===== config.mk =====
export PLATFORM = sky130hd
export DESIGN_NAME = phf_cfg
export DESIGN_NICKNAME = d
export VERILOG_FILES = /design/src/design/phf_pkg.sv /design/src/design/phf_cfg.sv
export SDC_FILE = /design/constraint.sdc
export NUM_CORES = 1
export LEC_CHECK = 0
export BUFFER_PORTS_ARGS = -buffer_cell sky130_fd_sc_hd__buf_2
export CORE_UTILIZATION = 33
export CTS_BUF_LIST = sky130_fd_sc_hd__clkbuf_8
export DETAILED_ROUTE_END_ITERATION = 16
export PLACE_DENSITY = 0.85
export SETUP_SLACK_MARGIN = 0.3
export SLEW_MARGIN = 30
export SYNTH_ARGS = -nofsm -noshare
export SYNTH_HDL_FRONTEND = slang
export SYNTH_SLANG_ARGS = --single-unit

===== constraint.sdc =====
create_clock -name clk -period 0.8 [get_ports clk]
set_input_delay 0.08 -clock clk [delete_from_list [all_inputs] [get_ports clk]]
set_output_delay 0.08 -clock clk [all_outputs]
set_load 0.1 [all_outputs]

===== src/design/phf_pkg.sv =====
// Shared constants and window-table functions for the pre-emphasis and Hamming framer.
package phf_pkg;

    // Field widths
    localparam int SAMPLE_W = 16;
    localparam int VALUE_W  = 17;
    localparam int POS_W    = 9;
    localparam int COEFF_W  = 15;
    localparam int WIN_W    = 16;
    localparam int PROD_W   = 34;

    // Default framing
    localparam int FRAME_LEN_DEF = 1024;
    localparam int HOP_DEF       = 512;

    // Configuration
    localparam int                   APB_ADDR_W        = 3;
    localparam int                   APB_DATA_W        = 32;
    localparam logic                 REG_PREEMPH_COEFF = 1'b0;
    localparam logic [COEFF_W-1:0]   COEFF_RESET       = 15'd31130;

    // Fixed-point constants of the window
    localparam logic [63:0] Q30_ONE_U = 64'd1073741824;
    localparam logic [63:0] PI_Q30    = 64'd3373259426;
    localparam longint      Q30_ONE   = 64'sd1073741824;
    localparam longint      HAM_A_Q30 = 64'sd579820585;
    localparam longint      HAM_B_Q30 = 64'sd493921239;

    // Cosine of m/2^32 turns, m in [0, 2^30], Q30; Horner steps truncate and clamp at zero
    function automatic logic [63:0] quarter_cos(input logic [63:0] m);
        logic [63:0] a;
        logic [63:0] x2;
        logic [63:0] t;
        logic [63:0] sub;
        a   = (m * PI_Q30) >> 31;
        x2  = (a * a) >> 30;
        t   = Q30_ONE_U;
        sub = ((x2 * t) >> 30) / 64'd132;
        t   = (sub > Q30_ONE_U) ? 64'd0 : Q30_ONE_U - sub;
        sub = ((x2 * t) >> 30) / 64'd90;
        t   = (sub > Q30_ONE_U) ? 64'd0 : Q30_ONE_U - sub;
        sub = ((x2 * t) >> 30) / 64'd56;
        t   = (sub > Q30_ONE_U) ? 64'd0 : Q30_ONE_U - sub;
        sub = ((x2 * t) >> 30) / 64'd30;
        t   = (sub > Q30_ONE_U) ? 64'd0 : Q30_ONE_U - sub;
        sub = ((x2 * t) >> 30) / 64'd12;
        t   = (sub > Q30_ONE_U) ? 64'd0 : Q30_ONE_U - sub;
        sub = ((x2 * t) >> 30) / 64'd2;
        t   = (sub > Q30_ONE_U) ? 64'd0 : Q30_ONE_U - sub;
        return t;
    endfunction

    // Cosine of g/2^32 turns, signed Q30, folded into the first quadrant
    function automatic longint turn_cos(input logic [31:0] g);
        logic [63:0] r;
        logic [63:0] arg;
        longint      c;
        r   = {34'd0, g[29:0]};
        arg = g[30] ? (64'h4000_0000 - r) : r;
        c   = longint'(quarter_cos(arg));
        if (g[31] ^ g[30])
        begin
            c = -c;
        end
        return c;
    endfunction

    // Q15 Hamming weight for an angle of g/2^32 turns
    function automatic logic [WIN_W-1:0] win_entry(input logic [31:0] g);
        longint acc;
        acc = HAM_A_Q30 * Q30_ONE - HAM_B_Q30 * turn_cos(g) + (64'sd1 <<< 44);
        if (acc < 0)
        begin
            acc = 0;
        end
        return WIN_W'(acc >>> 45);
    endfunction

endpackage


===== src/design/phf_cfg.sv =====
// APB register block holding the pre-emphasis coefficient.
module phf_cfg (
    input  logic                               clk,
    input  logic                               rst_n,
    input  logic                               psel,
    input  logic                               penable,
    input  logic                               pwrite,
    input  logic [phf_pkg::APB_ADDR_W-1:0]     paddr,
    input  logic [phf_pkg::APB_DATA_W-1:0]     pwdata,
    output logic [phf_pkg::APB_DATA_W-1:0]     prdata,
    output logic                               pready,
    output logic [phf_pkg::COEFF_W-1:0]        coeff
);
    import phf_pkg::*;

    logic               reg_index;
    logic [COEFF_W-1:0] coeff_reg;
    logic [COEFF_W-1:0] coeff_next;

    // Registers sit at 4-byte steps
    assign reg_index = paddr[2];

    // Take a write in the access phase
    always_comb
    begin
        coeff_next = coeff_reg;
        if (psel && penable && pwrite && (reg_index == REG_PREEMPH_COEFF))
        begin
            coeff_next = pwdata[COEFF_W-1:0];
        end
    end

    always_ff @(posedge clk or negedge rst_n)
    begin
        if (!rst_n)
        begin
            coeff_reg <= COEFF_RESET;
        end
        else
        begin
            coeff_reg <= coeff_next;
        end
    end

    // Read back; unmapped addresses read zero
    always_comb
    begin
        prdata = '0;
        if (reg_index == REG_PREEMPH_COEFF)
        begin
            prdata = {{(APB_DATA_W - COEFF_W){1'b0}}, coeff_reg};
        end
    end

    assign pready = 1'b1;
    assign coeff  = coeff_reg;

endmodule

==> summary.md, run 1 <==
| Metric | Value |
|---|---|
| Outcome | finished with violations |
| Failing checks | hold timing, setup timing |
| Logic pwr share | 0.712 |
| Total gr overflow | 0 |
| Fin crit period | about 1300 ps |
| Total GRT Usage | 0.1573 |
| DIE HEIGHT | 53.48 um |
| Antenna violations before repair | 0 |
| Worst Setup End Kind | primary output |
| Worst path cell trace | nor2b_4 > buf_12 |
| Initial Util | 0.3498 |
| Total power | 6.602 mW |
| Instance count of the mapped netlist | 68 |
| Sw Share | 0.5029 |
| Max-slew violation count | 0 |
| Core area | 2500 sq um |
| CTS buffer count | 3 |
| Hold crit path type | input pin to asynchronous set/reset pin |
| Vias per cell | 4.101 |
| Worst-case clock buffer depth | 2 |
| TritonCTS clock tree | done |
| Rows | 18 |
| Reg power frac | 0.190 |
| Post-route clock period utilization | 1.606 |
| Pre-CTS setup slack | -221.6 ps |
| Sequential area share after synthesis | 0.4421 |
| Drt pass-1 iters | 3 |
| P_sw | 3.320 mW |
| WHS | -277.3 ps |
| Dpl hpwl | 1.722 mm |
| Critical path required time | slightly above 700 ps |
| Routed Antenna Nets | 0 |
| Clock-pin transition on the worst setup and hold timing paths | 70 ps |
| DRC viols | 0 |
| Max reg flops | 15 |
| Count of warnings emitted by yosys | 0 |
| Crit start category | flip-flop |
| Fillers | 147 |
| Cell Int Power | 3.282 mW |
| Most common cell after layout, fill and taps aside | buf_12 |
| GP Congestion | 0.6384 |
| CP arrival | 1210 ps |
| Final setup vio count | 45 |
| Wire per inst | 12.55 um |
| Clk sinks | 15 |
| Top-level I/O count | 88 |
| Crit Path Class | flip-flop to primary output |
| Pwr dens | 3372 nW/um^2 |
| Clk root buf | clkbuf_8 |
| Most frequent cells in the layout | buf_12 (31), buf_2 (20), conb_1 (18), mux2_4 (15), buf_6 (15) |
| Nets | 180 |
| N_diodes | 0 |
| Setup TNS | -13360 ps |
| Fin util | 0.7833 |
| Vias after detailed routing | just under 700 |
| Initial DRC Count | 1 |
| Max H-tree Level | 1 |
| Final Hold Vio Count | 15 |
| FF+latch count, synth | 15 |
| Worst setup margin | -485.2 ps |
| Clock power share | 0.098 |
| Slowest cell on crit path | dfstp_4 |
| Crit-path max cell delay | 620 ps |
| First-pass GRT wire length | about 3.2 mm |
| Fraction of layout cells with a size suffix above 1 | 0.8705 |
| Worst skew pair latency | roughly 250 ps |
| Final wirelength | between 2 and 2.5 mm |
| Vias in the first global route | approximately 680 |
| CP Max Fanout | 2 |
| Clock skew | 0 ps |
| RSZ-0062 raised after global routing | true |
| Achievable frequency | a little under 800 MHz |
| Synth Cell Area | 874.6 sq um |
| Leak Pwr | 0.9673 nW |
| Pin count of the biggest net entering global routing | 16 |
| Die area | roughly 2900 sq um |
| Mean Syn Cell Area | between 10 and 15 sq um |
| Layout area overhead | 123.9% |
| PortBufs | 50 |
| Die width | 53.48 um |
| Distinct cells, synth | 11 |
| Max_cap viols | 0 |
| Worst vdd ir | 2.366 mV |
synth_stat cells:
library cell | number | share of area
buf_6 | 1 | 0.013
nor2b_1 | 10 | 0.072
mux2_2 | 5 | 0.064
and2b_1 | 5 | 0.043
dfrtp_1 | 6 | 0.17
buf_4 | 18 | 0.15
clkbuf_1 | 1 | 0.0043
conb_1 | 2 | 0.0086
mux2_4 | 10 | 0.17
nand4b_4 | 1 | 0.027
dfstp_2 | 9 | 0.27
power by group through the flow:
stage,Sequential (mW),Combinational [mW],Clock (mW)
after detailed placement,1.24,4.57,0
final,1.26,4.70,0.645
after floorplan,2.53,1.69,0
after global placement,1.22,4.52,0
after CTS,1.25,4.68,0.642
after global routing,1.28,4.82,0.682
critical path, delay by kind of cell (launching register included):
kind	cells	cell delay, ps
flops	1	620
buf+inv	1	180
simple gates	1	160
logic make-up (layout without fill, tap and decap cells):
kind of cell / count (synthesis) / count (layout) / share of synthesized area
simple gates: 16 / 16 / 0.1416
buf+inv: 20 / 75 / 0.1717
flops: 15 / 15 / 0.4421
mux: 15 / 15 / 0.2360
other cells: 2 / 18 / 0.008587
stage by stage:
stage	area, sq um	cells
global placement	1833	162
global route	1958	169
CTS	1936	168
finish	1958	169
detailed placement	1833	162
floorplan	1097	84
final timing paths:
| path | end | cells after the start | slack (ps) | start |
|---|---|---|---|---|
| setup / recovery | prdata[13] | 2 | -490 | coeff[13] |
| setup reg to reg | coeff[4] | 4 | -300 | coeff[4] |
| hold / removal | coeff[10] | 1 | -280 | rst_n |
| hold reg to reg | coeff[10] | 1 | 590 | coeff[10] |
| max in group asynchronous | coeff[13] | 1 | 780 | rst_n |
| min in group clk | coeff[6] | 2 | 60 | pwdata[6] |
metal layers:
layer	track usage	part of all wire	vias to the layer above
met5	0	0	-
met4	0.01316	0	0
met3	0.04023	0.086	0
met2	0.2979	0.53	48
met1	0.1794	0.38	323
li1	-	-	322
cell type report:
type / count / area, sq um / share of cell area
Clock buffer: 3 / 41.29 / 0.02109
Clock inverter: 1 / 5.005 / 0.002556
Multi-Input combinational cell: 49 / 504.2 / 0.2575
Sequential cell: 15 / 442.9 / 0.2262
Tap cell: 30 / 37.54 / 0.01917
Timing Repair Buffer: 71 / 927.1 / 0.4735
what timing repair did:
item                                    4_1_cts  5_1_grt
pin swaps                                     0        0
setup buffers                                 2        1
endpoints found under the setup margin       45       45
hold endpoints to repair                      6        6
gates resized for setup                      11        4
Power figures use the tool's default switching activity.
==> run 2, diff against run 1 <==
--- a/config.mk
+++ b/config.mk
@@ -5,11 +5,12 @@
 export SDC_FILE = /design/constraint.sdc
 export NUM_CORES = 1
 export LEC_CHECK = 0
-export BUFFER_PORTS_ARGS = -buffer_cell sky130_fd_sc_hd__buf_2
-export CORE_UTILIZATION = 33
+export CORE_UTILIZATION = 55
 export CTS_BUF_LIST = sky130_fd_sc_hd__clkbuf_8
 export DETAILED_ROUTE_END_ITERATION = 16
-export PLACE_DENSITY = 0.85
+export DONT_BUFFER_PORTS = 1
+export HOLD_SLACK_MARGIN = 0.15
+export PLACE_DENSITY = 0.8
 export SETUP_SLACK_MARGIN = 0.3
 export SLEW_MARGIN = 30
 export SYNTH_ARGS = -nofsm -noshare
==> summary.md, run 2 <==
| Metric | Value |
|---|---|
| Synth Cell Area | 874.6 sq um (unchanged) |
| Number of flops mapped to enable cells by yosys | 0 (unchanged) |
| Die width | 41.88 um (-22%) |
| Err | Error: detail_place.tcl, 38 bad optional access |
| PortBufs | 0 (-100%) |
| Count of warnings emitted by yosys | 0 (unchanged) |
| Outcome | aborted with a tool error |
| Mean Syn Cell Area | 12.86 sq um (unchanged) |
| Count leader, synth | buf_4 |
| Commonest cells in the netlist | buf_4 (18), mux2_4 (10), nor2b_1 (10) |
| Rows | 14 (-4) |
| Instance count of the mapped netlist | 68 (unchanged) |
| DIE HEIGHT | 41.88 um (-22%) |
| Area leader, netlist | dfstp_2 |
| Synth area leaders | dfstp_2 (27%), dfrtp_1 (17%), mux2_4 (17%) |
| Distinct cells, synth | 11 (unchanged) |
| Async set-reset flop share out of synthesis | 1.000 (unchanged) |
| GP Congestion | 0.6564 (+2.8%) |
| FF+latch count, synth | 15 (unchanged) |
| Initial Util | 0.5874 (+0.2375) |
| Sequential area share after synthesis | 0.4421 (unchanged) |
| Top_reg_cell synth | dfstp_2 |
| Failing step | 3_5_place_dp |
| Post-synth top area share | 0.2704 (unchanged) |
| Top-level I/O count | 88 (unchanged) |
run 2: cell counts after synthesis:
No cell type changed its count.
run 2: kinds of logic after synthesis:
kind of cell	count (synthesis)	synth area share
other cells	2	0.008587
buf+inv	20	0.1717
flops	15	0.4421
simple gates	16	0.1416
mux	15	0.2360
run 2: through the flow:
| step | area (sq um) | instances | setup slack [ps] | TNS, ps | hold WS (ps) |
|---|---|---|---|---|---|
| after global placement | 1480 | 115 | -206.3 | -4118 | -215.2 |
| after floorplan | 1097 | 84 | -644.0 | -11520 | -215.6 |
==> run 3, diff against run 2 <==
==> config.mk (replaced) <==
export PLATFORM = sky130hd
export DESIGN_NAME = phf_cfg
export DESIGN_NICKNAME = d
export VERILOG_FILES = /design/src/design/phf_pkg.sv /design/src/design/phf_cfg.sv
export SDC_FILE = /design/constraint.sdc
export NUM_CORES = 1
export LEC_CHECK = 0
export CORE_AREA = 2 2 63 65
export DETAILED_ROUTE_END_ITERATION = 16
export DIE_AREA = 0 0 65 67
export DONT_BUFFER_PORTS = 1
export PLACE_DENSITY_LB_ADDON = 0.15
export SLEW_MARGIN = 30
export SYNTH_ARGS = -nofsm -noshare
export SYNTH_HDL_FRONTEND = slang
export SYNTH_SLANG_ARGS = --single-unit
==> constraint.sdc (replaced) <==
create_clock -name clk -period 1.04 [get_ports clk]
set_input_delay 0.104 -clock clk [delete_from_list [all_inputs] [get_ports clk]]
set_output_delay 0.104 -clock clk [all_outputs]
set_load 0.1 [all_outputs]
==> summary.md, run 3 (synthesis results as in run 1) <==
| Metric | Value |
|---|---|
| Initial DRC Count | 3 |
| Placed cell count | 146 |
| WHS | -22.43 ps |
| Worst skew pair latency | 250 ps |
| Achievable frequency | 765.5 MHz |
| Global routing usage on met1 | 0.1094 |
| Fin util | 0.5208 |
| Outcome | finished with violations |
| Clock skew | 0 ps |
| Initial Util | 0.2425 (-0.3449) |
| R2r startpoint | coeff[13] |
| Worst setup margin | -266.3 ps |
| Non-filler cells, final | 171 |
| Worst path cell trace | nor2b_4 > buf_12 |
| Worst Setup SP | coeff[7] |
| Wire per inst | 12.88 um |
| Worst path bufs/invs | 1 |
| Layout area overhead | 114.7% |
| Dpl hpwl | 1.524 mm |
| Nets | between 150 and 200 |
| Worst vdd ir | 1.102 mV |
| Setup TNS | -4724 ps |
| GP Congestion | 0.5807 (-12%) |
| DRC viols | 0 |
| Clock-pin transition on the worst setup and hold timing paths | 60 ps |
| Top-level I/O count | 88 (unchanged) |
| Most common cell after layout, fill and taps aside | buf_12 |
| Total gr overflow | 0 |
| First-pass GRT wire length | 3.346 mm |
| Vias per cell | between 3 and 4 |
| Hold crit path type | input pin to asynchronous set/reset pin |
| DIE HEIGHT | 67 um (+60%) |
| Met3 usage | 0.02872 |
| Pwr dens | 2576 nW/um^2 |
| Max reg flops | 15 |
| Crit-path max cell delay | 620 ps |
| Clk root buf | clkbuf_8 |
| Failing checks | hold timing, setup timing |
| CP arrival | about 1200 ps |
| Slowest cell on crit path | dfstp_4 |
| Slew @ Worst Pin | 728.2 ps |
| Worst-case clock buffer depth | 2 |
| Fillers | 325 |
| Max-slew violation count | 0 |
| Busiest metal layer after global routing | met2 |
| Core area | 3606 sq um |
| TritonCTS clock tree | done |
| Pin count of the biggest net entering global routing | 17 |
| Antenna violations before repair | 0 |
| Worst Setup End Kind | primary output |
| Crit start category | flip-flop |
| Fraction of layout cells with a size suffix above 1 | 0.7561 |
| Vias in the first global route | 647 |
| RSZ-0062 raised after global routing | true |
| Clk sinks | 15 |
| Top delay family on crit path | flip-flops |
| Post-route clock period utilization | 1.256 |
| Max_cap viols | 0 |
| Final Hold Vio Count | 6 |
| Drt pass-1 iters | 3 |
| Total GRT Usage | 0.1045 |
| Final wirelength | 2.202 mm |
| M2 GR Usage | 0.1933 |
| Leak Pwr | 0.8691 nW |
| Max H-tree Level | 1 |
| CP Max Fanout | 2 |
| Final setup vio count | 25 |
| Die area | 4355 sq um |
| PortBufs | 0 (unchanged) |
| Most frequent cells in the layout | buf_12 (29), conb_1 (18), dlygate4sd3_1 (11) |
| Die width | 65 um (+55%) |
| Rows | 22 (+8) |
| Vias after detailed routing | 657 |
| Fin crit period | 1306 ps |
| Critical path required time | about 940 ps |
| Crit Path Class | flip-flop to primary output |
| N_diodes | 0 |
| CTS buffer count | 3 |
| Headroom to the max-slew limit | 0.5145 |
| Routed Antenna Nets | 0 |
## run 3: final cells by class
| type | instances | area [sq um] | area share |
|---|---|---|---|
| clock buffer | 3 | 41.29 | 0.02199 |
| clock inverter | 1 | 5.005 | 0.002665 |
| multi-input combinational | 49 | 485.5 | 0.2585 |
| sequential | 15 | 440.4 | 0.2345 |
| tap | 48 | 60.06 | 0.03198 |
| timing repair buffer | 55 | 845.8 | 0.4504 |
## run 3: per-layer routing
layer / routed length [um] / vias up
met1: 769 / 318
li1: - / 291
met2: 1199 / 46
met5: 0 / -
met3: 199 / 2
met4: 34 / 0
## run 3: final timing paths
path / endpoint / slack (ps) / cells past startpoint
setup / recovery: prdata[7] / -270 / 2
hold / removal: coeff[0] / -20 / 1
setup reg to reg: coeff[13] / 20 / 3
hold reg to reg: coeff[0] / 590 / 1
max in group asynchronous: coeff[6] / 530 / 1
min in group clk: coeff[11] / 10 / 1
## run 3: per-stage QoR
step	hold slack [ps]	worst slack (ps)	power (mW)	cell area, sq um
6_report	-22.43	-266.3	4.837	1878
5_1_grt	0.2022	-297.0	4.987	1878
4_1_cts	0.6759	-274.8	4.660	1754
3_5_place_dp	-190.9	-4.430	3.897	1491
3_3_place_gp	-190.8	1.294	3.876	1491
2_1_floorplan	-191.6	-428.0	3.214	1076
## run 3: what timing repair did
item                       4_1_cts  5_1_grt
buffers inserted                 4        5
resized for setup               22       16
hold buffers                    10        2
setup endpoints to repair       29       35
hold endpoints to repair        24        2
## run 3: worst register-to-register path, delay by kind of cell, from the launching register on
family,cells,cell delay [ps]
buffers and inverters,2,240
DFF,1,470
muxes,1,240
## run 3: where the power goes
| part | leakage, nW | internal, mW | switching [mW] |
|---|---|---|---|
| combinational | 0.679 | 1.25 | 2.14 |
| sequential | 0.165 | 0.851 | 0.121 |
| clock | 0.0255 | 0.265 | 0.211 |
==> run 4, diff against run 3 <==
--- a/config.mk
+++ b/config.mk
@@ -10,6 +10,7 @@
 export DIE_AREA = 0 0 65 67
 export DONT_BUFFER_PORTS = 1
 export PLACE_DENSITY_LB_ADDON = 0.15
+export RECOVER_POWER = 100
 export SLEW_MARGIN = 30
 export SYNTH_ARGS = -nofsm -noshare
 export SYNTH_HDL_FRONTEND = slang
==> summary.md, run 4 (synthesis results as in run 1) <==
| Metric | Value |
|---|---|
| Outcome | finished with violations |
| Failing checks | hold timing, setup timing |
| R2R cell count | 3 (unchanged) |
| Total GRT Usage | 0.1045 (unchanged) |
| CTS buffer count | 3 (unchanged) |
| TritonCTS clock tree | done |
| First-pass GRT wire length | 3.346 mm (unchanged) |
| Non-filler cells, final | 171 (unchanged) |
| Core area | 3606 sq um (unchanged) |
| CP Max Fanout | 2 (unchanged) |
| Worst path cell trace | nor2b_4 > buf_12 |
| Drt pass-1 iters | 3 (unchanged) |
| Nets | 164 (unchanged) |
| Initial DRC Count | 3 (unchanged) |
| Max_cap viols | 0 (unchanged) |
| Max reg flops | 15 (unchanged) |
| Total power | 4.796 mW (-0.84%) |
| Fraction of layout cells with a size suffix above 1 | 0.7236 (-0.03252) |
| Max-slew violation count | 0 (unchanged) |
| Die area | 4355 sq um (unchanged) |
| Total gr overflow | 0 (unchanged) |
| Achievable frequency | 764.7 MHz (-0.11%) |
| Most frequent cells in the layout | buf_12 (29), conb_1 (18), dlygate4sd3_1 (11), nor2b_4 (10) |
| CP arrival | 1200 ps (about the same) |
| Pin count of the biggest net entering global routing | 17 (unchanged) |
| Layout area overhead | 111.6% |
| Antenna violations before repair | 0 (unchanged) |
| Dpl hpwl | 1.524 mm (unchanged) |
| Wire per inst | 12.70 um (-1.4%) |
| Top-level I/O count | 88 (unchanged) |
| Pwr dens | 2592 nW/um^2 (+0.63%) |
| RSZ-0062 raised after global routing | true |
| Worst vdd ir | 1.100 mV (-0.15%) |
| Setup TNS | -4739 ps (-14.83 ps) |
| Area after DPL | 1491 sq um (unchanged) |
| Final setup vio count | 26 (+4.0%) |
| Final wirelength | 2.172 mm (-1.4%) |
| DRC viols | 0 (unchanged) |
| Rows | 22 (unchanged) |
| Slew @ Worst Pin | 847.5 ps (+119.4 ps) |
| WHS | -65.83 ps (-43.39 ps) |
| Worst-case clock buffer depth | 2 (unchanged) |
| Crit Path Class | flip-flop to primary output |
| Slowest cell on crit path | dfstp_4 |
| Placed cell count | 146 (unchanged) |
| Vias per cell | 3.836 (-0.15%) |
| Leak Pwr | 0.8369 nW (-3.7%) |
| Most common cell after layout, fill and taps aside | buf_12 |
| Initial Util | 0.2425 (unchanged) |
| Fin crit period | 1308 ps (+1.388 ps) |
| DIE HEIGHT | 67 um (unchanged) |
| Worst Setup End Kind | primary output |
| FF-to-FF End | coeff[13] |
| Critical path required time | 940 ps (about the same) |
| Vias in the first global route | 647 (unchanged) |
| Worst setup margin | -267.7 ps (-1.388 ps) |
| Clock-pin transition on the worst setup and hold timing paths | 70 ps (about the same) |
| Clk sinks | 15 (unchanged) |
| R2r startpoint | coeff[13] |
| Hold crit path type | input pin to asynchronous set/reset pin |
| Crit-path max cell delay | 620 ps (about the same) |
| Final Hold Vio Count | 6 (unchanged) |
| PortBufs | 0 (unchanged) |
| N_diodes | 0 (unchanged) |
| Max H-tree Level | 1 (unchanged) |
| Crit start category | flip-flop |
| Fin util | 0.5132 (-0.007634) |
| Post-route cell area | 1851 sq um (-1.5%) |
| Flop2flop setup slack | 20 ps (about the same) |
| Routed Antenna Nets | 0 (unchanged) |
| Worst skew pair latency | 250 ps (about the same) |
| Headroom to the max-slew limit | 0.4350 (-0.07957) |
| Post-route clock period utilization | 1.257 (+0.001335) |
| Clk root buf | clkbuf_8 |
| Die width | 65 um (unchanged) |
| Clock skew | 0 ps (unchanged) |
| Vias after detailed routing | 656 (-0.15%) |
| GP Congestion | 0.5807 (unchanged) |
run 4: stage by stage:
stage | worst slack [ps] | hold WS, ps
5_1_grt | -297.0 | 0.1909
3_3_place_gp | 1.294 | -190.8
2_1_floorplan | -428.0 | -191.6
4_1_cts | -274.8 | 0.6759
6_report | -267.7 | -65.83
3_5_place_dp | -4.430 | -190.9
run 4: what timing repair did:
item / in CTS / in global routing
resized for setup: 22 / 16
setup buffers: 4 / 5
hold buffers: 10 / 2
setup endpoints to repair: 29 / 35
endpoints found under the hold margin: 24 / 2
run 4: layer usage:
metal / wire, um / share of wire / track usage
met4: 34 / 0.016 / 0.04787
met3: 192 / 0.088 / 0.02872
met2: 1196 / 0.55 / 0.1933
met5: 0 / 0 / 0
met1: 750 / 0.35 / 0.1094
run 4: critical path: cells and delay by family, from the launching register on:
family / cells / cell delay (ps)
flip-flops: 1 / 620
buffers and inverters: 1 / 180
AND/OR/NAND/NOR: 1 / 150
run 4: worst max path at each step:
stage / startpoint / end
finish: coeff[7] / prdata[7]
detailed placement: coeff[7] / prdata[7]
global placement: coeff[7] / prdata[7]
CTS: coeff[1] / prdata[1]
floorplan: coeff[13] / prdata[13]
global route: coeff[13] / prdata[13]
run 4: final cells by class:
type                            instances  area (sq um)
Multi-Input combinational cell         49         474.2
Clock buffer                            3         41.29
Sequential cell                        15         440.4
Timing Repair Buffer                   55         829.5
Fill cell                             328          1755
Clock inverter                          1         5.005
Tap cell                               48         60.06
run 4: where the power goes:
group,total [mW],switching (mW),internal (mW)
registers,0.968,0.117,0.851
logic,3.35,2.14,1.21
clock network,0.477,0.212,0.265
